`src/rtl/tsq_pkg.sv`:
```
// Shared types and constants of the deadline-sorted timer queue.
package tsq_pkg;

   localparam int QUEUE_DEPTH  = 16;
   localparam int MAX_RESULTS  = 16;
   localparam int TIME_W       = 48;
   localparam int DELAY_W      = 32;
   localparam int QUEUE_W      = 4;
   localparam int TAG_W        = 16;
   localparam int INDEX_W      = 32;
   localparam int REQ_DATA_W   = 88;
   localparam int RSP_DATA_W   = 56;
   localparam int COUNT_W      = (MAX_RESULTS > 1) ? $clog2(MAX_RESULTS) : 1;

   localparam logic KIND_TICK     = 1'b0;
   localparam logic KIND_SCHEDULE = 1'b1;

   typedef struct packed {
      logic [TIME_W-1:0]  deadline;
      logic [QUEUE_W-1:0] queue;
      logic [TAG_W-1:0]   tag;
      logic [INDEX_W-1:0] index;
   } entry_type;

   typedef struct packed {
      logic      valid;
      entry_type data;
   } slot_type;

   typedef enum logic [1:0] {
      OP_HOLD,
      OP_INSERT,
      OP_SHIFT
   } chain_op_type;

   // Command broadcast to every cell of the chain.
   typedef struct packed {
      chain_op_type op;
      entry_type    entry;
   } chain_cmd_type;

   // What the controller sees of the chain.
   typedef struct packed {
      slot_type head;
      slot_type next;
      logic     tail_valid;
   } chain_status_type;

endpackage

```
`src/rtl/tsq_cell.sv`:
```
// One slot of the sorted chain: holds a job and trades it with its neighbours.
module tsq_cell
   import tsq_pkg::*;
(
   input  logic          clock,
   input  logic          reset,
   input  chain_cmd_type cmd,
   input  slot_type      left_slot,
   input  logic          left_keep,
   input  slot_type      right_slot,
   output slot_type      slot,
   output logic          keep
);

   logic      valid_ff, valid_in;
   entry_type data_ff, data_in;

   // A cell keeps its job on insertion when that job is not later than the new one.
   assign keep = valid_ff && (data_ff.deadline <= cmd.entry.deadline);
   assign slot = '{valid: valid_ff, data: data_ff};

   always_comb begin
      valid_in = valid_ff;
      data_in  = data_ff;
      unique case (cmd.op)
         OP_HOLD: begin
         end
         OP_INSERT: begin
            if (!keep) begin
               if (left_keep) begin
                  valid_in = 1'b1;
                  data_in  = cmd.entry;
               end else begin
                  valid_in = left_slot.valid;
                  data_in  = left_slot.data;
               end
            end
         end
         OP_SHIFT: begin
            valid_in = right_slot.valid;
            data_in  = right_slot.data;
         end
         default: begin
         end
      endcase
   end

   always_ff @(posedge clock) begin
      if (reset) begin
         valid_ff <= 1'b0;
      end else begin
         valid_ff <= valid_in;
      end
   end

   always_ff @(posedge clock) begin
      data_ff <= data_in;
   end

endmodule

```
`src/rtl/tsq_chain.sv`:
```
// Row of slot cells kept in deadline order, head in the first cell.
module tsq_chain
   import tsq_pkg::*;
(
   input  logic             clock,
   input  logic             reset,
   input  chain_cmd_type    cmd,
   output chain_status_type status
);

   slot_type slots [QUEUE_DEPTH];
   logic     keeps [QUEUE_DEPTH];

   genvar i;
   generate
      for (i = 0; i < QUEUE_DEPTH; i++) begin : g_cell
         slot_type left_slot, right_slot;
         logic     left_keep;

         if (i == 0) begin : g_first
            assign left_slot = '{valid: 1'b1, data: cmd.entry};
            assign left_keep = 1'b1;
         end else begin : g_inner
            assign left_slot = slots[i-1];
            assign left_keep = keeps[i-1];
         end

         if (i == QUEUE_DEPTH-1) begin : g_last
            assign right_slot = '0;
         end else begin : g_body
            assign right_slot = slots[i+1];
         end

         tsq_cell u_cell (
            .clock      (clock),
            .reset      (reset),
            .cmd        (cmd),
            .left_slot  (left_slot),
            .left_keep  (left_keep),
            .right_slot (right_slot),
            .slot       (slots[i]),
            .keep       (keeps[i])
         );
      end
   endgenerate

   assign status.head       = slots[0];
   assign status.next       = slots[1];
   assign status.tail_valid = slots[QUEUE_DEPTH-1].valid;

endmodule

```
`src/rtl/deadline_sorted_timer_queue_top.sv`:
```
// Top level of the deadline-sorted timer queue: control, time base and result register.
//
// Input items arrive on the req_ channel. req_tuser carries the kind: a tick
// advances the time by one unit, a schedule item enters a job with its delay.
// Results leave on the rsp_ channel from a single output register.
// A schedule item gives one status item, registered from the schedule state:
// accepted, or full when every slot of the chain is taken. It is inserted
// by the whole chain of cells comparing deadlines at once.
// A tick advances the time, then dispatches the due jobs at the head one by
// one; each dispatched job shifts the chain by one cell, and rsp_tlast marks
// the final dispatch of that tick. A tick with nothing due gives no item.
// The next input item is taken once the current one is finished.
// A stalled receiver holds the output register and with it the sequencer.
// Reset (synchronous, active high) empties the chain and sets the time to zero.
module deadline_sorted_timer_queue_top
   import tsq_pkg::*;
(
   input  logic                  clock,
   input  logic                  reset,
   input  logic                  req_tvalid,
   output logic                  req_tready,
   // delay[31:0], target_queue[35:32], work_tag[51:36], work_index[83:52]
   input  logic [REQ_DATA_W-1:0] req_tdata,
   // kind[0]
   input  logic                  req_tuser,
   output logic                  rsp_tvalid,
   input  logic                  rsp_tready,
   // out_queue[3:0], out_tag[19:4], out_index[51:20]
   output logic [RSP_DATA_W-1:0] rsp_tdata,
   // is_dispatch[0], status[1]
   output logic [1:0]            rsp_tuser,
   output logic                  rsp_tlast
);

   typedef enum logic [1:0] {
      ST_IDLE,
      ST_SCHED,
      ST_DRAIN
   } state_type;

   state_type            state_ff;
   logic [TIME_W-1:0]    now_ff;
   entry_type            item_ff;
   logic [COUNT_W-1:0]   count_ff;
   logic                 rsp_tvalid_ff;
   logic [RSP_DATA_W-1:0] rsp_tdata_ff;
   logic [1:0]           rsp_tuser_ff;
   logic                 rsp_tlast_ff;

   chain_cmd_type    cmd;
   chain_status_type chain_st;
   logic             out_free;
   logic             head_due;
   logic             next_due;
   logic             dispatch_last;
   logic             rsp_load;

   tsq_chain u_chain (
      .clock  (clock),
      .reset  (reset),
      .cmd    (cmd),
      .status (chain_st)
   );

   assign out_free = !rsp_tvalid_ff || rsp_tready;
   assign head_due = chain_st.head.valid && (chain_st.head.data.deadline <= now_ff);
   assign next_due = chain_st.next.valid && (chain_st.next.data.deadline <= now_ff);
   assign dispatch_last = !next_due || (count_ff == COUNT_W'(MAX_RESULTS - 1));
   assign rsp_load = out_free &&
                     ((state_ff == ST_SCHED) || ((state_ff == ST_DRAIN) && head_due));

   always_comb begin
      cmd.entry = item_ff;
      cmd.op    = OP_HOLD;
      unique case (state_ff)
         ST_IDLE: begin
         end
         ST_SCHED: begin
            if (out_free && !chain_st.tail_valid) begin
               cmd.op = OP_INSERT;
            end
         end
         ST_DRAIN: begin
            if (out_free && head_due) begin
               cmd.op = OP_SHIFT;
            end
         end
         default: begin
         end
      endcase
   end

   always_ff @(posedge clock) begin
      if (reset) begin
         state_ff      <= ST_IDLE;
         now_ff        <= '0;
         count_ff      <= '0;
         rsp_tvalid_ff <= 1'b0;
      end else begin
         if (rsp_load) begin
            rsp_tvalid_ff <= 1'b1;
         end else if (rsp_tready) begin
            rsp_tvalid_ff <= 1'b0;
         end
         unique case (state_ff)
            ST_IDLE: begin
               if (req_tvalid) begin
                  if (req_tuser == KIND_SCHEDULE) begin
                     item_ff.deadline <= now_ff + TIME_W'(req_tdata[31:0]);
                     item_ff.queue    <= req_tdata[35:32];
                     item_ff.tag      <= req_tdata[51:36];
                     item_ff.index    <= req_tdata[83:52];
                     state_ff         <= ST_SCHED;
                  end else begin
                     now_ff   <= now_ff + TIME_W'(1);
                     count_ff <= '0;
                     state_ff <= ST_DRAIN;
                  end
               end
            end
            ST_SCHED: begin
               if (out_free) begin
                  rsp_tdata_ff  <= '0;
                  rsp_tuser_ff  <= {chain_st.tail_valid, 1'b0};
                  rsp_tlast_ff  <= 1'b1;
                  state_ff      <= ST_IDLE;
               end
            end
            ST_DRAIN: begin
               if (!head_due) begin
                  state_ff <= ST_IDLE;
               end else if (out_free) begin
                  rsp_tdata_ff  <= {4'b0, chain_st.head.data.index,
                                    chain_st.head.data.tag, chain_st.head.data.queue};
                  rsp_tuser_ff  <= 2'b01;
                  rsp_tlast_ff  <= dispatch_last;
                  count_ff      <= count_ff + COUNT_W'(1);
                  if (dispatch_last) begin
                     state_ff <= ST_IDLE;
                  end
               end
            end
            default: begin
               state_ff <= ST_IDLE;
            end
         endcase
      end
   end

   assign req_tready = (state_ff == ST_IDLE);
   assign rsp_tvalid = rsp_tvalid_ff;
   assign rsp_tdata  = rsp_tdata_ff;
   assign rsp_tuser  = rsp_tuser_ff;
   assign rsp_tlast  = rsp_tlast_ff;

   // The valid slots always form a prefix of the chain.
   a_prefix: assert property (@(posedge clock) disable iff (reset)
      chain_st.tail_valid |-> chain_st.head.valid)
      else $error("chain tail holds a job while the head is empty");

   // A dispatch that is not the final one leaves a due job at the head.
   a_more_due: assert property (@(posedge clock) disable iff (reset)
      (rsp_tvalid && rsp_tuser[0] && !rsp_tlast) |-> (state_ff == ST_DRAIN && head_due))
      else $error("dispatch without tlast but no further due job");

   // Time moves only on an accepted tick.
   a_time: assert property (@(posedge clock) disable iff (reset)
      !(req_tvalid && req_tready && req_tuser == KIND_TICK) |=> $stable(now_ff))
      else $error("time changed without a tick");

endmodule

```
`config.mk`:
```
export PLATFORM = sky130hd
export DESIGN_NAME = deadline_sorted_timer_queue_top
export DESIGN_NICKNAME = d
export VERILOG_FILES = /design/src/rtl/tsq_pkg.sv /design/src/rtl/tsq_cell.sv /design/src/rtl/tsq_chain.sv /design/src/rtl/deadline_sorted_timer_queue_top.sv
export SDC_FILE = /design/constraint.sdc
export NUM_CORES = 2
export LEC_CHECK = 0
export ABC_AREA = 1
export BUFFER_PORTS_ARGS = -buffer_cell sky130_fd_sc_hd__buf_2
export CAP_MARGIN = 20
export CELL_PAD_IN_SITES_DETAIL_PLACEMENT = 1
export CELL_PAD_IN_SITES_GLOBAL_PLACEMENT = 1
export CORE_MARGIN = 2
export CORE_UTILIZATION = 45
export CTS_CLUSTER_DIAMETER = 200
export DETAILED_ROUTE_END_ITERATION = 8
export HOLD_SLACK_MARGIN = 0.1
export PLACE_DENSITY = 0.85
export SLEW_MARGIN = 20
export SYNTH_ARGS = -nofsm -noshare
export SYNTH_HDL_FRONTEND = slang
export SYNTH_HIERARCHICAL = 1
export SYNTH_SLANG_ARGS = --single-unit
```
`constraint.sdc`:
```
create_clock -name clock -period 8.1 [get_ports clock]
set_input_delay 0 -clock clock [delete_from_list [all_inputs] [get_ports clock]]
set_output_delay 0 -clock clock [all_outputs]
set_load 0.05 [all_outputs]
```
==> results.sh <==
export IMPL_cts_root_buf="clkbuf_16"
export IMPL_placed_area_um2=120000
export IMPL_pin_count=154
export IMPL_antenna_found_initial=3
export IMPL_max_clock_freq_mhz=183
export IMPL_tns_ns=0
export IMPL_holdWs_ns=0.175
export IMPL_cp_end_kind="flip-flop"
export IMPL_met2_usage_pct=45.6
export IMPL_cpMostUsedCell="nor2_1"
export IMPL_start_util_pct=45.3
export IMPL_grt_usage_pct=28.5
export IMPL_crit_start="now_ff[31]"
export IMPL_min_path_type="input port to flip-flop"
export IMPL_area_growth_pct=10.0
export IMPL_core_region_area_um2=257000
export IMPL_swShare_pct=31.3
export IMPL_hpwlAfterDp_um=272000
export IMPL_slew_headroom_pct=19.8
export IMPL_dieArea_um2=263000
export IMPL_critPathKind="flip-flop to flip-flop"
export IMPL_drtIter0Drc=10700
export IMPL_avgViaCountPerCell=5.93
export IMPL_cts_resized_gates=0
export IMPL_r2r_start="now_ff[31]"
export IMPL_io_buffers=145
export IMPL_cp_cell_sequence="inv_1 -> ha_1 -> nand4_1 -> nor2_1 -> nand3_1 -> nor2_1 -> nand2_1 -> nand2_1 -> nand3_1 -> nor2_4 -> buf_12 -> buf_4 -> nor2_1 -> nand2_2 -> nand2_4 -> buf_4"
export IMPL_cap_violations=0
export IMPL_nets=15000
export IMPL_cts_tree="yes"
export IMPL_combPwrFrac_pct=18.6
export IMPL_wl_um=387000
export IMPL_syn_avg_cell_area_um2=8.28
export IMPL_period_share_pct=67.3
export IMPL_rsz0062_at_grt="no"
export IMPL_grt_pass1_wl_um=603000
export IMPL_startpoint_type="flip-flop"
export IMPL_design_area_um2=128000
export IMPL_p_sw_w=0.00858
export IMPL_syn_inst=14100
export IMPL_report_final_setup_viol=0
export IMPL_cts_made_buffers=197
export IMPL_vias=104000
export IMPL_drc=0
export IMPL_min_period_ns=5.45
export IMPL_crit_required_ns=8.62
export IMPL_grt_busiest_layer="met2"
export IMPL_cts_clk_slew_worst_paths_ns=0.07
export IMPL_status="finished clean"
export IMPL_clockPowerShare_pct=33.7
export IMPL_worstHoldStart="req_tvalid"
export IMPL_intPower_w=0.0188
export IMPL_cts_setup_buffers=0
export IMPL_clk_latency_ns=0.89
export IMPL_grt_max_degree=139
export IMPL_crit_path_max_incr_delay_ns=0.72
export IMPL_postRouteAntennaNets=0
export IMPL_cp_slowest_cell="buf_4"
export IMPL_num_rows=186
export IMPL_fin_ws_ns=2.65
export IMPL_grt_pass1_vias=104000
export IMPL_pwr_share_seq_pct=47.7
export IMPL_yosysWarningCount=6
export IMPL_peakVddDrop_uv=208
export IMPL_clockBufferDepth=3
export IMPL_layout_drive_gt1_share_pct=6.26
export IMPL_leakage_nw=53.1
export IMPL_tightest_slew_ns=1.20
export IMPL_post_drt_wl_per_cell_um=22.0
export IMPL_preCtsSetupSlack_ns=2.69
export IMPL_syn_area_um2=117000
export IMPL_place_gp_congestion=0.914
export IMPL_finalHoldViolations=0
export IMPL_pwr_density_cell_nw_per_um2=213
export IMPL_critPathMaxFanout=78
export IMPL_grtUsageMet1_pct=39.8
export IMPL_fin_skew_ns=0.0565
export IMPL_report_final_slew_viol_count=0
export IMPL_clock_sinks=1826
export IMPL_cp_arrival_ns=5.98
export IMPL_grt_use_met3_pct=3.89
export IMPL_postLayoutCoreUtil_pct=49.9
export IMPL_htreeDepth=4
export IMPL_dr_pass1_iters=8
export IMPL_chipWidth_um=513
export IMPL_fill_cells=30600
export IMPL_grt_overflow=0
export IMPL_die_height_um=513
-- final timing paths --
path / endpoint / slack, ns / depth (start not counted)
worst min register to register: now_ff[40] / 0.54 / 2
worst max register to register: u_chain/g_cell[9].u_cell/slot[28] / 2.65 / 16
worst min-delay path: cmd[54] / 0.17 / 4
worst max-delay path: u_chain/g_cell[9].u_cell/slot[28] / 2.65 / 16
-- power by group through the flow --
stage | clock network [W] | logic, W | registers [W]
after CTS | 0.00929 | 0.00500 | 0.0130
after floorplan | 0 | 0.00353 | 0.0128
after detailed placement | 0 | 0.00486 | 0.0132
after global routing | 0.00964 | 0.00567 | 0.0131
after global placement | 0 | 0.00458 | 0.0131
final | 0.00924 | 0.00509 | 0.0131
-- per-stage QoR --
step / power [W] / std cells
2_1_floorplan: 0.0164 / 14200
3_3_place_gp: 0.0177 / 17100
3_5_place_dp: 0.0180 / 17100
4_1_cts: 0.0273 / 17600
5_1_grt: 0.0285 / 17600
6_report: 0.0274 / 17600
-- registers in the layout, indices dropped and copies added, names as in the netlist --
register	cells
u_chain/g_cell.u_cell/slot	1600
count_ff	4
rsp_tvalid	1
rsp_tdata	52
state_ff	2
cmd	100
u_chain/g_cell.u_cell/valid_ff	16
now_ff	48
rsp_tlast	1
rsp_tuser	2
-- worst max-delay path, delay by kind of cell (launching register included) --
family / cells / cell delay [ns]
buffers and inverters: 4 / 1.71
adders and majority gates: 1 / 0.36
and+or+nand+nor: 11 / 2.46
DFF: 1 / 0.38
-- timing repair --
action,CTS,global route
endpoints found under the setup margin,0,0
hold endpoints to repair,208,0
hold buffers,157,0
-- layout by cell type (no fill, tap or decap), types with 11 or more instances in the layout --
cell type,instances
conb_1,109
bufinv_16,16
o21ai_1,18
nor2b_4,16
a21oi_1,435
clkbuf_16,199
nor2_2,33
edfxtp_1,1755
clkinv_1,60
and2_2,16
nand3_2,51
inv_2,81
clkbuf_1,45
a21o_1,39
clkinv_2,27
a31oi_1,867
nand2_1,4402
nor3_1,44
nor4_1,11
nand2_4,32
buf_12,18
nand3_1,843
nand4_1,49
nor2_1,1346
dfxtp_1,71
xor2_1,47
o21ai_0,118
nand2_2,65
inv_1,1205
inv_4,16
o211ai_1,738
ha_1,900
xnor2_1,14
buf_2,145
and2_4,16
dlygate4sd3_1,157
buf_4,99
-- final cells by class --
class / count / area (um^2) / area share (%)
multi-input combinational: 10300 / 55200 / 43.0
sequential: 1826 / 54100 / 42.1
clock buffer: 250 / 5230 / 4.07
inverter: 1317 / 4980 / 3.88
tap: 3384 / 4230 / 3.30
timing repair buffer: 420 / 3420 / 2.66
clock inverter: 117 / 1210 / 0.941
antenna: 1 / 2.50 / 0.00195
-- per-layer routing --
layer  routed length [um]  up-vias  part of all wire, %
met3                30700      641                  7.9
met1               168000    51200                   43
li1                     -    48000                    -
met5                   11        -               0.0028
met4                12400        2                  3.2
met2               176000     4387                   46
No activity file was read; power rests on OpenSTA's default activity.
